===== src/rtl/rrps_pkg.sv =====
// ----------------------------------------------------------------------------
// rrps_pkg
// Shared types and constants for the round-robin process scheduler: slot
// status codes, action codes and the fixed field widths of the channels.
// ----------------------------------------------------------------------------
package rrps_pkg;

  // Fixed field widths
  localparam int ACTION_W = 2;
  localparam int TICKS_W  = 32;
  localparam int LIMIT_W  = 8;
  localparam int SLOT_W   = 3;

  localparam logic [LIMIT_W-1:0] LIMIT_RESET = 8'd16;

  // Slot status as stored in the status memory
  typedef enum logic [1:0] {
    ST_DEAD     = 2'd0,
    ST_RUNNABLE = 2'd1,
    ST_RUNNING  = 2'd2,
    ST_BLOCKED  = 2'd3
  } status_t;

  // Request actions
  typedef enum logic [ACTION_W-1:0] {
    ACT_TICK  = 2'd0,
    ACT_SLEEP = 2'd1,
    ACT_EXIT  = 2'd2,
    ACT_FORK  = 2'd3
  } action_t;

endpackage


===== src/rtl/rrps_intf.sv =====
// ----------------------------------------------------------------------------
// rrps channel interfaces
// Valid/ready channels of the scheduler: request beats, response beats and
// the time slice limit write channel.
// ----------------------------------------------------------------------------
interface rrps_cmd_if;
  logic                         valid;
  logic                         ready;
  logic [rrps_pkg::ACTION_W-1:0] action;
  logic [rrps_pkg::TICKS_W-1:0]  sleep_ticks;

  modport source (output valid, action, sleep_ticks, input ready);
  modport sink   (input valid, action, sleep_ticks, output ready);
endinterface

interface rrps_rsp_if;
  logic                        valid;
  logic                        ready;
  logic [rrps_pkg::SLOT_W-1:0] current_slot;
  logic                        switched;
  logic                        fork_ok;
  logic [rrps_pkg::SLOT_W-1:0] child_slot;

  modport source (output valid, current_slot, switched, fork_ok, child_slot, input ready);
  modport sink   (input valid, current_slot, switched, fork_ok, child_slot, output ready);
endinterface

interface rrps_cfg_if;
  logic                         valid;
  logic                         ready;
  logic [rrps_pkg::LIMIT_W-1:0] time_slice_limit;

  modport source (output valid, time_slice_limit, input ready);
  modport sink   (input valid, time_slice_limit, output ready);
endinterface


===== src/rtl/rrps_ram.sv =====
// ----------------------------------------------------------------------------
// rrps_ram
// Generic single-write, single-read memory with a registered read port.
// ----------------------------------------------------------------------------
module rrps_ram #(
  parameter int WIDTH = 8,
  parameter int DEPTH = 8,
  localparam int AW = (DEPTH > 1) ? $clog2(DEPTH) : 1
) (
  input  logic             clk,
  input  logic             we,
  input  logic [AW-1:0]    waddr,
  input  logic [WIDTH-1:0] wdata,
  input  logic             re,
  input  logic [AW-1:0]    raddr,
  output logic [WIDTH-1:0] rdata
);

  logic [WIDTH-1:0] mem [DEPTH];

  // Write port
  always_ff @(posedge clk) begin
    if (we) begin
      mem[waddr] <= wdata;
    end
  end

  // Registered read port
  always_ff @(posedge clk) begin
    if (re) begin
      rdata <= mem[raddr];
    end
  end

endmodule


===== src/rtl/round_robin_process_scheduler_core.sv =====
// ----------------------------------------------------------------------------
// round_robin_process_scheduler_core
// Round-robin slot scheduler with a time slice. Slot status and sleep counts
// live in two synchronous memories that one pass per request reads,
// updates and writes back.
// ----------------------------------------------------------------------------
// Sequence: a request is taken only while idle; a sequential pass over the
//   slot memories (one entry read and one written per cycle) follows, and
//   once the output is free the response is registered and idle resumes.
// Reset (rst, synchronous): slot 0 running, all others dead, slice count 0,
//   limit 16. Memory contents read as those values until the first pass
//   has written every entry; no clearing pass is needed.
module round_robin_process_scheduler_core #(
  parameter int SLOTS = 8
) (
  input logic        clk,
  input logic        rst,
  rrps_cfg_if.sink   cfg,
  rrps_cmd_if.sink   cmd,
  rrps_rsp_if.source rsp
);

  localparam int AW = (SLOTS > 1) ? $clog2(SLOTS) : 1;
  localparam int CW = $clog2(SLOTS + 1);
  localparam logic [AW-1:0] LAST = AW'(SLOTS - 1);

  typedef enum logic [1:0] {S_IDLE, S_SCAN, S_FINISH} fsm_t;

  fsm_t                              state;
  logic [rrps_pkg::LIMIT_W-1:0]      limit;
  logic [AW-1:0]                     cur;
  logic [rrps_pkg::LIMIT_W-1:0]      slice;
  logic                              filled;
  rrps_pkg::action_t                 act;
  logic [rrps_pkg::TICKS_W-1:0]      ticks;
  logic [CW-1:0]                     rd_idx;
  logic                              pvld;
  logic [AW-1:0]                     pidx;
  logic                              hi_found;
  logic [AW-1:0]                     hi_idx;
  logic                              lo_found;
  logic [AW-1:0]                     lo_idx;
  logic                              fk_found;
  logic [AW-1:0]                     fk_idx;
  logic                              rsp_valid;
  logic [rrps_pkg::SLOT_W-1:0]       rsp_cur;
  logic                              rsp_sw;
  logic                              rsp_fok;
  logic [rrps_pkg::SLOT_W-1:0]       rsp_child;

  // Memory ports
  logic                         st_we;
  logic [AW-1:0]                st_waddr;
  logic [1:0]                   st_wdata;
  logic [1:0]                   st_rdata;
  logic                         cnt_we;
  logic [rrps_pkg::TICKS_W-1:0] cnt_rdata;
  logic                         rd_en;

  // Per-entry update
  rrps_pkg::status_t            st_in;
  rrps_pkg::status_t            st_mod;
  logic [rrps_pkg::TICKS_W-1:0] cnt_in;
  logic [rrps_pkg::TICKS_W-1:0] cnt_mod;
  logic                         take_child;
  logic                         preempt;
  logic                         do_sel;
  logic [AW-1:0]                next_idx;
  logic [AW-1:0]                chosen;
  logic                         out_free;
  logic                         finish_go;

  rrps_ram #(.WIDTH(2), .DEPTH(SLOTS)) u_status_ram (
    .clk   (clk),
    .we    (st_we),
    .waddr (st_waddr),
    .wdata (st_wdata),
    .re    (rd_en),
    .raddr (rd_idx[AW-1:0]),
    .rdata (st_rdata)
  );

  rrps_ram #(.WIDTH(rrps_pkg::TICKS_W), .DEPTH(SLOTS)) u_count_ram (
    .clk   (clk),
    .we    (cnt_we),
    .waddr (pidx),
    .wdata (cnt_mod),
    .re    (rd_en),
    .raddr (rd_idx[AW-1:0]),
    .rdata (cnt_rdata)
  );

  assign cfg.ready = 1'b1;
  assign cmd.ready = (state == S_IDLE);

  assign rsp.valid        = rsp_valid;
  assign rsp.current_slot = rsp_cur;
  assign rsp.switched     = rsp_sw;
  assign rsp.fork_ok      = rsp_fok;
  assign rsp.child_slot   = rsp_child;

  assign rd_en     = (state == S_SCAN) && (rd_idx < CW'(SLOTS));
  assign preempt   = (slice >= limit);
  assign do_sel    = ((act == rrps_pkg::ACT_TICK) && preempt) ||
                     (act == rrps_pkg::ACT_SLEEP) || (act == rrps_pkg::ACT_EXIT);
  assign next_idx  = (cur == LAST) ? '0 : cur + 1'b1;
  assign chosen    = hi_found ? hi_idx : (lo_found ? lo_idx : next_idx);
  assign out_free  = !rsp_valid || rsp.ready;
  assign finish_go = (state == S_FINISH) && out_free;

  // Take the reset contents until the first pass has written every entry
  always_comb begin
    if (filled) begin
      st_in  = rrps_pkg::status_t'(st_rdata);
      cnt_in = cnt_rdata;
    end else begin
      st_in  = (pidx == '0) ? rrps_pkg::ST_RUNNING : rrps_pkg::ST_DEAD;
      cnt_in = '0;
    end
  end

  // Modify one entry for the current action
  always_comb begin
    st_mod     = st_in;
    cnt_mod    = cnt_in;
    take_child = 1'b0;
    case (act)
      rrps_pkg::ACT_TICK: begin
        if ((st_in == rrps_pkg::ST_BLOCKED) && (cnt_in != '0)) begin
          cnt_mod = cnt_in - 1'b1;
          if (cnt_mod == '0) begin
            st_mod = rrps_pkg::ST_RUNNABLE;
          end
        end
        if (preempt && (pidx == cur)) begin
          st_mod = rrps_pkg::ST_RUNNABLE;
        end
      end
      rrps_pkg::ACT_SLEEP: begin
        if (pidx == cur) begin
          st_mod  = rrps_pkg::ST_BLOCKED;
          cnt_mod = ticks;
        end
      end
      rrps_pkg::ACT_EXIT: begin
        if (pidx == cur) begin
          st_mod = rrps_pkg::ST_DEAD;
        end
      end
      rrps_pkg::ACT_FORK: begin
        if ((st_in == rrps_pkg::ST_DEAD) && !fk_found) begin
          take_child = 1'b1;
          st_mod     = rrps_pkg::ST_RUNNABLE;
          cnt_mod    = '0;
        end
      end
      default: begin
        st_mod = st_in;
      end
    endcase
  end

  // Status write port: write back during the pass, then at most one status update
  always_comb begin
    cnt_we   = (state == S_SCAN) && pvld;
    st_we    = cnt_we;
    st_waddr = pidx;
    st_wdata = st_mod;
    if (finish_go) begin
      if (do_sel) begin
        st_we    = 1'b1;
        st_waddr = chosen;
        st_wdata = rrps_pkg::ST_RUNNING;
      end else if ((act == rrps_pkg::ACT_FORK) && fk_found) begin
        st_we    = 1'b1;
        st_waddr = cur;
        st_wdata = rrps_pkg::ST_RUNNABLE;
      end
    end
  end

  // Sequencer, scheduler registers and response register
  always_ff @(posedge clk) begin
    if (rst) begin
      state     <= S_IDLE;
      limit     <= rrps_pkg::LIMIT_RESET;
      cur       <= '0;
      slice     <= '0;
      filled    <= 1'b0;
      pvld      <= 1'b0;
      rsp_valid <= 1'b0;
    end else begin
      if (cfg.valid) begin
        limit <= cfg.time_slice_limit;
      end
      if (rsp.ready && !finish_go) begin
        rsp_valid <= 1'b0;
      end
      case (state)
        S_IDLE: begin
          if (cmd.valid) begin
            act      <= rrps_pkg::action_t'(cmd.action);
            ticks    <= cmd.sleep_ticks;
            rd_idx   <= '0;
            pvld     <= 1'b0;
            hi_found <= 1'b0;
            lo_found <= 1'b0;
            fk_found <= 1'b0;
            state    <= S_SCAN;
          end
        end
        S_SCAN: begin
          // Advance the read pointer, trail it by one with the update
          if (rd_en) begin
            rd_idx <= rd_idx + 1'b1;
          end
          pvld <= rd_en;
          pidx <= rd_idx[AW-1:0];
          if (pvld) begin
            if (st_mod == rrps_pkg::ST_RUNNABLE) begin
              if ((pidx > cur) && !hi_found) begin
                hi_found <= 1'b1;
                hi_idx   <= pidx;
              end
              if ((pidx <= cur) && !lo_found) begin
                lo_found <= 1'b1;
                lo_idx   <= pidx;
              end
            end
            if (take_child) begin
              fk_found <= 1'b1;
              fk_idx   <= pidx;
            end
            if (pidx == LAST) begin
              state <= S_FINISH;
            end
          end
        end
        S_FINISH: begin
          // Hold until the response register is free
          if (out_free) begin
            filled  <= 1'b1;
            rsp_sw  <= do_sel;
            rsp_fok <= (act == rrps_pkg::ACT_FORK) && fk_found;
            rsp_child <= ((act == rrps_pkg::ACT_FORK) && fk_found) ?
                         rrps_pkg::SLOT_W'(fk_idx) : '0;
            rsp_valid <= 1'b1;
            if (do_sel) begin
              cur     <= chosen;
              slice   <= '0;
              rsp_cur <= rrps_pkg::SLOT_W'(chosen);
            end else begin
              rsp_cur <= rrps_pkg::SLOT_W'(cur);
              if (act == rrps_pkg::ACT_TICK) begin
                slice <= slice + 1'b1;
              end
            end
            state <= S_IDLE;
          end
        end
        default: begin
          state <= S_IDLE;
        end
      endcase
    end
  end

endmodule


===== src/flat_wrapper.sv =====
// flat-port wrapper written by rule: the top's interface ports become plain ports
module round_robin_process_scheduler_core_flat 
#(
  parameter int SLOTS = 8
)
  (clk, rst, cfg_valid, cfg_time_slice_limit, cfg_ready, cmd_valid, cmd_action, cmd_sleep_ticks, cmd_ready, rsp_valid, rsp_current_slot, rsp_switched, rsp_fork_ok, rsp_child_slot, rsp_ready);
  rrps_cfg_if cfg_i ();
  rrps_cmd_if cmd_i ();
  rrps_rsp_if rsp_i ();
  input logic clk;
  input logic rst;
  input wire logic [$bits(cfg_i.valid)-1:0] cfg_valid;
  input wire logic [$bits(cfg_i.time_slice_limit)-1:0] cfg_time_slice_limit;
  output wire logic [$bits(cfg_i.ready)-1:0] cfg_ready;
  input wire logic [$bits(cmd_i.valid)-1:0] cmd_valid;
  input wire logic [$bits(cmd_i.action)-1:0] cmd_action;
  input wire logic [$bits(cmd_i.sleep_ticks)-1:0] cmd_sleep_ticks;
  output wire logic [$bits(cmd_i.ready)-1:0] cmd_ready;
  output wire logic [$bits(rsp_i.valid)-1:0] rsp_valid;
  output wire logic [$bits(rsp_i.current_slot)-1:0] rsp_current_slot;
  output wire logic [$bits(rsp_i.switched)-1:0] rsp_switched;
  output wire logic [$bits(rsp_i.fork_ok)-1:0] rsp_fork_ok;
  output wire logic [$bits(rsp_i.child_slot)-1:0] rsp_child_slot;
  input wire logic [$bits(rsp_i.ready)-1:0] rsp_ready;
  assign cfg_i.valid = cfg_valid;
  assign cfg_i.time_slice_limit = cfg_time_slice_limit;
  assign cfg_ready = cfg_i.ready;
  assign cmd_i.valid = cmd_valid;
  assign cmd_i.action = cmd_action;
  assign cmd_i.sleep_ticks = cmd_sleep_ticks;
  assign cmd_ready = cmd_i.ready;
  assign rsp_valid = rsp_i.valid;
  assign rsp_current_slot = rsp_i.current_slot;
  assign rsp_switched = rsp_i.switched;
  assign rsp_fork_ok = rsp_i.fork_ok;
  assign rsp_child_slot = rsp_i.child_slot;
  assign rsp_i.ready = rsp_ready;
  round_robin_process_scheduler_core #(.SLOTS(SLOTS)) u_core (.clk(clk), .rst(rst), .cfg(cfg_i), .cmd(cmd_i), .rsp(rsp_i));
endmodule

===== config.mk =====
export PLATFORM = sky130hd
export DESIGN_NAME = round_robin_process_scheduler_core_flat
export DESIGN_NICKNAME = d
export VERILOG_FILES = /design/src/rtl/rrps_pkg.sv /design/src/rtl/rrps_intf.sv /design/src/rtl/rrps_ram.sv /design/src/rtl/round_robin_process_scheduler_core.sv /design/src/flat_wrapper.sv
export SDC_FILE = /design/constraint.sdc
export NUM_CORES = 1
export LEC_CHECK = 0
export CAP_MARGIN = 20
export CORE_ASPECT_RATIO = 1.1
export CORE_MARGIN = 2
export CORE_UTILIZATION = 30
export DETAILED_ROUTE_END_ITERATION = 16
export DONT_BUFFER_PORTS = 1
export PLACE_DENSITY_LB_ADDON = 0.3
export SLEW_MARGIN = 20
export SYNTH_ARGS = -nofsm -noshare
export SYNTH_HDL_FRONTEND = slang
export SYNTH_SLANG_ARGS = --single-unit

===== constraint.sdc =====
create_clock -name clk -period 6.2 [get_ports clk]
set_input_delay 0 -clock clk [delete_from_list [all_inputs] [get_ports clk]]
set_output_delay 0 -clock clk [all_outputs]
set_load 0.02 [all_outputs]

# Word-level counts from Yosys, hierarchy flattened
# Memory sizes are Yosys's and may differ from the RTL's. A register that Yosys moved wholly into a read port is not among the register bits.
# Cells that the tools add are included.
# Widths: inputs -> output; s select.
[classes]
n_addsub = 4
magnitude_cmp = 4
eq_ne = 19
n_mux = 59
n_bitwise = 1
reduce_logical = 41
[ops]
columns = ["operator", "n"]
rows = [
  ["$mux 32", 4],
  ["$pmux 32 s3", 1],
  ["$logic_not 32->1", 1],
  ["$reduce_bool 32->1", 1],
  ["$sub 32x1->32 const B", 1],
  ["$mux 2", 15],
  ["$mux 1", 21],
  ["$mux 3", 7],
  ["$mux 8", 2],
  ["$reduce_and 5->1", 3],
  ["$reduce_and 4->1", 3],
  ["$reduce_and 6->1", 2],
  ["$logic_and 1x1->1", 11],
  ["$ne 2x2->1 const B", 5],
  ["$reduce_and 3->1", 3],
  ["$add 8x1->8 const B", 1],
  ["$eq 2x2->1 const B", 4],
  ["$ge 8x8->1", 1],
  ["$mux 4", 2],
  ["$ne 2x1->1 const B", 4],
  ["$pmux 1 s2", 4],
  ["$pmux 2 s4", 1],
  ["$pmux 4 s2", 1],
  ["$eq 2x1->1 const B", 3],
  ["15 further kinds", 27],
]
[totals]
regBits = 85
mem_bits_rw = 272
inputBits = 47
word_cells = 151
n_memories = 2
[memory_table]
columns = ["name", "words", "width", "rd", "rd_ports_with_merged_regs", "wr", "line", "text"]
rows = [
  ["u_core.u_count_ram.mem", 8, 32, 1, 1, 1, "rrps_ram.sv:19", "logic [WIDTH-1:0] mem [DEPTH];"],
  ["u_core.u_status_ram.mem", 8, 2, 1, 1, 1, "rrps_ram.sv:19", ""],
]

# Depth between registers and ports, before layout
[depth]
ltp_word = 12
mapped_depth = 16

# By module
# A second synthesis with hierarchy kept.
[hier_totals]
cells_unflattened = 1125
hier_area_um2 = 17390.4
[modules_own_cells]
columns = ["mod", "n_inst", "cells_each", "area_each_um2", "seq_area_each_um2"]
rows = [
  ["rrps_ram (u_core.u_count_ram)", 1, 415, 10786.6, 8648.3],
  ["round_robin_process_scheduler_core", 1, 673, 5876.9, 2312.2],
  ["rrps_ram (u_core.u_status_ram)", 1, 37, 726.9, 540.5],
]

# Least setup slack after synthesis
# Ideal clock, no wire load.
[synth_timing]
kind = "register to register"
start = "register u_core.filled"
end = "register u_core.hi_idx[0] (enable)"
setup_ns = 0.304
t_arrival_ns = 3.825
path_slack_ns = 2.070
stages_incl_launch_ff = 15
n_path_buf = 6
period_less_slack_ns = 4.130
cell_sequence = "dfxtp_1 -> clkbuf_1 -> clkbuf_1 -> clkbuf_1 -> clkbuf_1 -> buf_1 -> nand2_1 -> ha_1 -> clkbuf_1 -> a22o_1 -> a211o_1 -> nor4b_1 -> nand4_1 -> o31ai_4 -> and4_1"
[synth_via]
elab_chain_cells = 9
elab_cells_between_ends = 18
classes_between = "1 x add/sub; 2 x eq/ne; 9 x mux; 6 x reduce/logical"
[synth_lines]
columns = ["item", "line", "text"]
rows = [
  ["start: declaration", "round_robin_process_scheduler_core.sv:33", "logic filled;"],
  ["start signal: assignment", "round_robin_process_scheduler_core.sv:189", "filled <= 1'b0;"],
  ["start signal: assignment", "round_robin_process_scheduler_core.sv:242", "filled <= 1'b1;"],
  ["$mux 32", "round_robin_process_scheduler_core.sv:113", "if (filled) begin"],
  ["$sub 32x1->32", "round_robin_process_scheduler_core.sv:130", "cnt_mod = cnt_in - 1'b1;"],
  ["$logic_not 32->1", "round_robin_process_scheduler_core.sv:131", "if (cnt_mod == '0) begin"],
  ["$mux 2", "round_robin_process_scheduler_core.sv:131", ""],
  ["$mux 2", "round_robin_process_scheduler_core.sv:129", "if ((st_in == rrps_pkg::ST_BLOCKED) && (cnt_in != '0)) begin"],
  ["$mux 2", "round_robin_process_scheduler_core.sv:135", "if (preempt && (pidx == cur)) begin"],
  ["$pmux 2 s4 (*)", "round_robin_process_scheduler_core.sv:127", "case (act)"],
  ["$eq 2x1->1 (*)", "round_robin_process_scheduler_core.sv:220", "if (st_mod == rrps_pkg::ST_RUNNABLE) begin"],
  ["$reduce_and 5->1 (no source line) (*)", "n/a", ""],
  ["end signal: assignment", "round_robin_process_scheduler_core.sv:223", "hi_idx <= pidx;"],
  ["end: declaration", "round_robin_process_scheduler_core.sv:40", "logic [AW-1:0] hi_idx;"],
]
# Every way passes the cells marked *; elsewhere a longest branch is shown, timed or not.
# A chain may end at the register's enable or synchronous reset.

# Final worst setup path
[layout_timing]
start = "register u_core.filled"
end = "memory u_core.u_status_ram.mem[80][1] (netlist: u_core.u_status_ram.mem[5][1]) (data pin)"
[layout_via]
elab_chain_cells = 10
elab_cells_between_ends = 19
classes_between = "1 x add/sub; 1 x eq/ne; 12 x mux; 5 x reduce/logical"
[layout_lines]
columns = ["item", "line", "text"]
rows = [
  ["$mux 32", "round_robin_process_scheduler_core.sv:113", ""],
  ["$sub 32x1->32", "round_robin_process_scheduler_core.sv:130", ""],
  ["$logic_not 32->1", "round_robin_process_scheduler_core.sv:131", ""],
  ["$mux 2", "round_robin_process_scheduler_core.sv:131", ""],
  ["$mux 2", "round_robin_process_scheduler_core.sv:129", ""],
  ["$mux 2", "round_robin_process_scheduler_core.sv:135", ""],
  ["$pmux 2 s4 (*)", "round_robin_process_scheduler_core.sv:127", ""],
  ["$mux 2", "round_robin_process_scheduler_core.sv:174", "end else if ((act == rrps_pkg::ACT_FORK) && fk_found) begin"],
  ["$mux 2", "round_robin_process_scheduler_core.sv:170", "if (do_sel) begin"],
  ["$mux 2 (*)", "round_robin_process_scheduler_core.sv:169", "if (finish_go) begin"],
  ["net u_core.st_wdata[1]", "round_robin_process_scheduler_core.sv:54", "logic [1:0] st_wdata;"],
  ["end: declaration", "rrps_ram.sv:19", ""],
]
# Mark *: on every way through the listed nets, which the timed path passes. The rest lies on a longest branch.

==> results_dict.tcl <==
set metrics [dict create \
    worst_skew_pair.late_latency_ns 0.56 \
    tightest_slew_ns 1.09 \
    irDropWorstVdd_uv 142 \
    yosys-top-cells-area "edfxtp_1, mux4_2, dfxtp_1" \
    netlist_top_cells_count "edfxtp_1, nand2_1, nor2_1" \
    period_share_pct 66.9 \
    initial_utilization_pct 30.4 \
    die_y_microns 254 \
    areaGrowthSynthToFinish_pct 16.2 \
    hold_class "primary input to register" \
    vias 10100 \
    coreArea_sq_mm 0.0561 \
    gp_congestion 0.881 \
    ys_seq_area_share_pct 67.5 \
    synth_adder_area_share_pct 1.32 \
    synth-warning-count 0 \
    synth_nets 1177 \
    cts_tree "built" \
    wirelength_microns 42100 \
    ant_nets 0 \
    synth_mux_area_share_pct 12.0 \
    grt_pass1_wl_microns 63400 \
    nets 1232 \
    cts_root_buf "clkbuf_16" \
    antennaDiodeCount 0 \
    placementRows 91 \
    synth_simple_gate_area_share_pct 8.70 \
    drv_slew 0 \
    grt_max_degree 66 \
    numClockSinks 391 \
    fin_worst_skew_ns 0.0155 \
    die-area_sq_mm 0.0587 \
    p_leak_nw 6.09 \
    critPathKind "register to register" \
    clk_path_buf_depth 3 \
    portBuffers 0 \
    timing.fmax_mhz 241 \
    synth_edf_count 367 \
    grtUsageTotal_pct 14.4 \
    yosysTopAreaCell "edfxtp_1" \
    rsz0062_at_grt "false" \
    drt_iter0_drc 906 \
    setup_viol 0 \
    synth_top_family_by_area "multiplexers" \
    synth_cells 1112 \
    synth_compound_area_share_pct 7.58 \
    cp.required_ns 6.42 \
    antenna_found_initial 0 \
    die_x_microns 231 \
    viasPerCell 5.18 \
    crit_fanout 31 \
    min_period_ns 4.15 \
    synth.avg_cell_area_sq_um 15.3 \
    synthArstFlopShare_pct 0 \
    hold_ws_ns 0.0678 \
    clk_pin_slew_ns 0.06 \
    cts-htree-levels 2 \
    slew_headroom_pct 27.0 \
    power_density_mw_per_mm2 285 \
    synthMostInstantiatedCell "edfxtp_1" \
    grt_overflow_total 0 \
    detailed_place_hpwl_microns 24900 \
    cp-start-kind "register" \
    synth_xor_area_share_pct 0.874 \
    ys_types 71 \
    drc 0 \
    cp-end-kind "register" \
    routedWlPerCell_microns 21.7 \
    syn-cell-area_sq_mm 0.0170 \
    run_status "finished, final reports clean" \
    ys_ff_latch 391 \
    first_global_vias 10300 \
    synth_ff_type "edfxtp_1" \
    drv_cap 0 \
    dr.pass1.iters 5 \
    cts_buffers 42 \
    pin_count 58 \
    synth_top_cell_area_share_pct 64.7 \
    hold_viol_final 0 \
    fillers 5351 \
    crit_arrival_ns 4.36 \
    drive_gt1_share_pct 17.5 \
    fin_setup_tns_ns 0 \
]
-- critical path, stage by stage (launching register included) --
cell and delay [ns]:
dfxtp_2 0.71, nand2_1 0.25, ha_1 0.45, nor2_1 0.21, mux2i_1 0.09, nor4_1 0.26
o21ai_0 0.13, a2111oi_0 0.70, nand4_1 0.29, o31ai_4 0.40, o22ai_1 0.30
-- cells by family after synthesis --
group | count (synthesis)
AOI/OAI and AO/OA | 193
xor gates and xnor gates | 17
adders and majority gates | 18
buffers and inverters | 86
DFF | 391
muxes | 115
other | 1
and+or+nand+nor | 291
-- flip-flops by register name, indices dropped and copies added, names as in the netlist, 4 cells and up --
name,cells
u_core.u_count_ram.mem,256
u_core.rd_idx,4
u_core.u_status_ram.mem,16
u_core.limit,8
u_core.ticks,32
u_core.u_count_ram.rdata,32
u_core.slice,8
-- power breakdown --
| group | switching, mW | total (mW) | leakage [nW] | internal [mW] |
|---|---|---|---|---|
| clock network | 0.988 | 2.43 | 0.628 | 1.44 |
| registers | 0.0491 | 2.96 | 3.45 | 2.91 |
| logic | 0.138 | 0.258 | 2.02 | 0.121 |
| total | 1.17 | 5.64 | 6.09 | 4.47 |
-- cells in the final DEF, fill, tap and decap left out, types with 8 or more instances in the layout --
master,instances
a21o_1,9
a21oi_1,51
a22oi_1,14
a31oi_1,12
and2_1,13
buf_4,21
clkbuf_1,14
clkbuf_16,43
clkinv_1,8
dfxtp_1,23
dlygate4sd3_1,54
edfxtp_1,367
ha_1,18
inv_1,22
mux2_2,36
mux2i_1,11
mux4_2,68
nand2_1,77
nand2b_1,8
nand3_1,23
nand4_1,9
nor2_1,67
nor2_4,8
nor3_1,20
nor4_1,11
o21ai_0,40
xnor2_1,10
-- cell type report --
| cell class | count | area (sq um) | area share, % |
|---|---|---|---|
| tap | 744 | 931 | 4.70 |
| inverter | 22 | 82.6 | 0.417 |
| clock buffer | 57 | 1130 | 5.70 |
| multi-input combinational | 635 | 5280 | 26.6 |
| sequential | 391 | 11500 | 58.1 |
| clock inverter | 17 | 184 | 0.929 |
| timing repair buffer | 75 | 698 | 3.53 |
-- path summary, 6_finish.rpt --
check,from,endpoint,slack (ns),cells past startpoint
setup / recovery,u_core.filled,u_core.u_status_ram.mem[5][1],2.05,10
setup reg to reg,u_core.filled,u_core.u_status_ram.mem[5][1],2.05,10
hold / removal,cmd_sleep_ticks[13],u_core.ticks[13],0.07,1
hold reg to reg,u_core.slice[5],u_core.slice[5],0.51,2
-- through the flow --
stage	worst slack, ns	instances	util [%]	area (sq um)	power [mW]
final	2.05	1941	35.3	19800	5.64
after CTS	2.20	1941	35.3	19800	5.70
after global placement	2.41	1813	32.0	18000	3.24
after detailed placement	2.22	1813	32.0	18000	3.24
after floorplan	2.07	1112	-	17000	3.16
after global routing	1.83	1941	35.3	19800	5.83
-- per-layer routing --
layer	global-route usage, %	vias up	part of all wire, %
li1	-	4523	-
met1	19.8	5155	45
met2	23.4	310	48
met3	2.22	70	5.4
met4	4.79	0	2.5
met5	0	-	0
-- timing repair --
item / in CTS / in global routing
endpoints found under the hold margin: 84 / 0
resized for setup: 0 / 0
buffers inserted: 0 / 0
endpoints found under the setup margin: 0 / 0
hold buffers: 54 / 0
No activity file was read; power rests on OpenSTA's default activity.
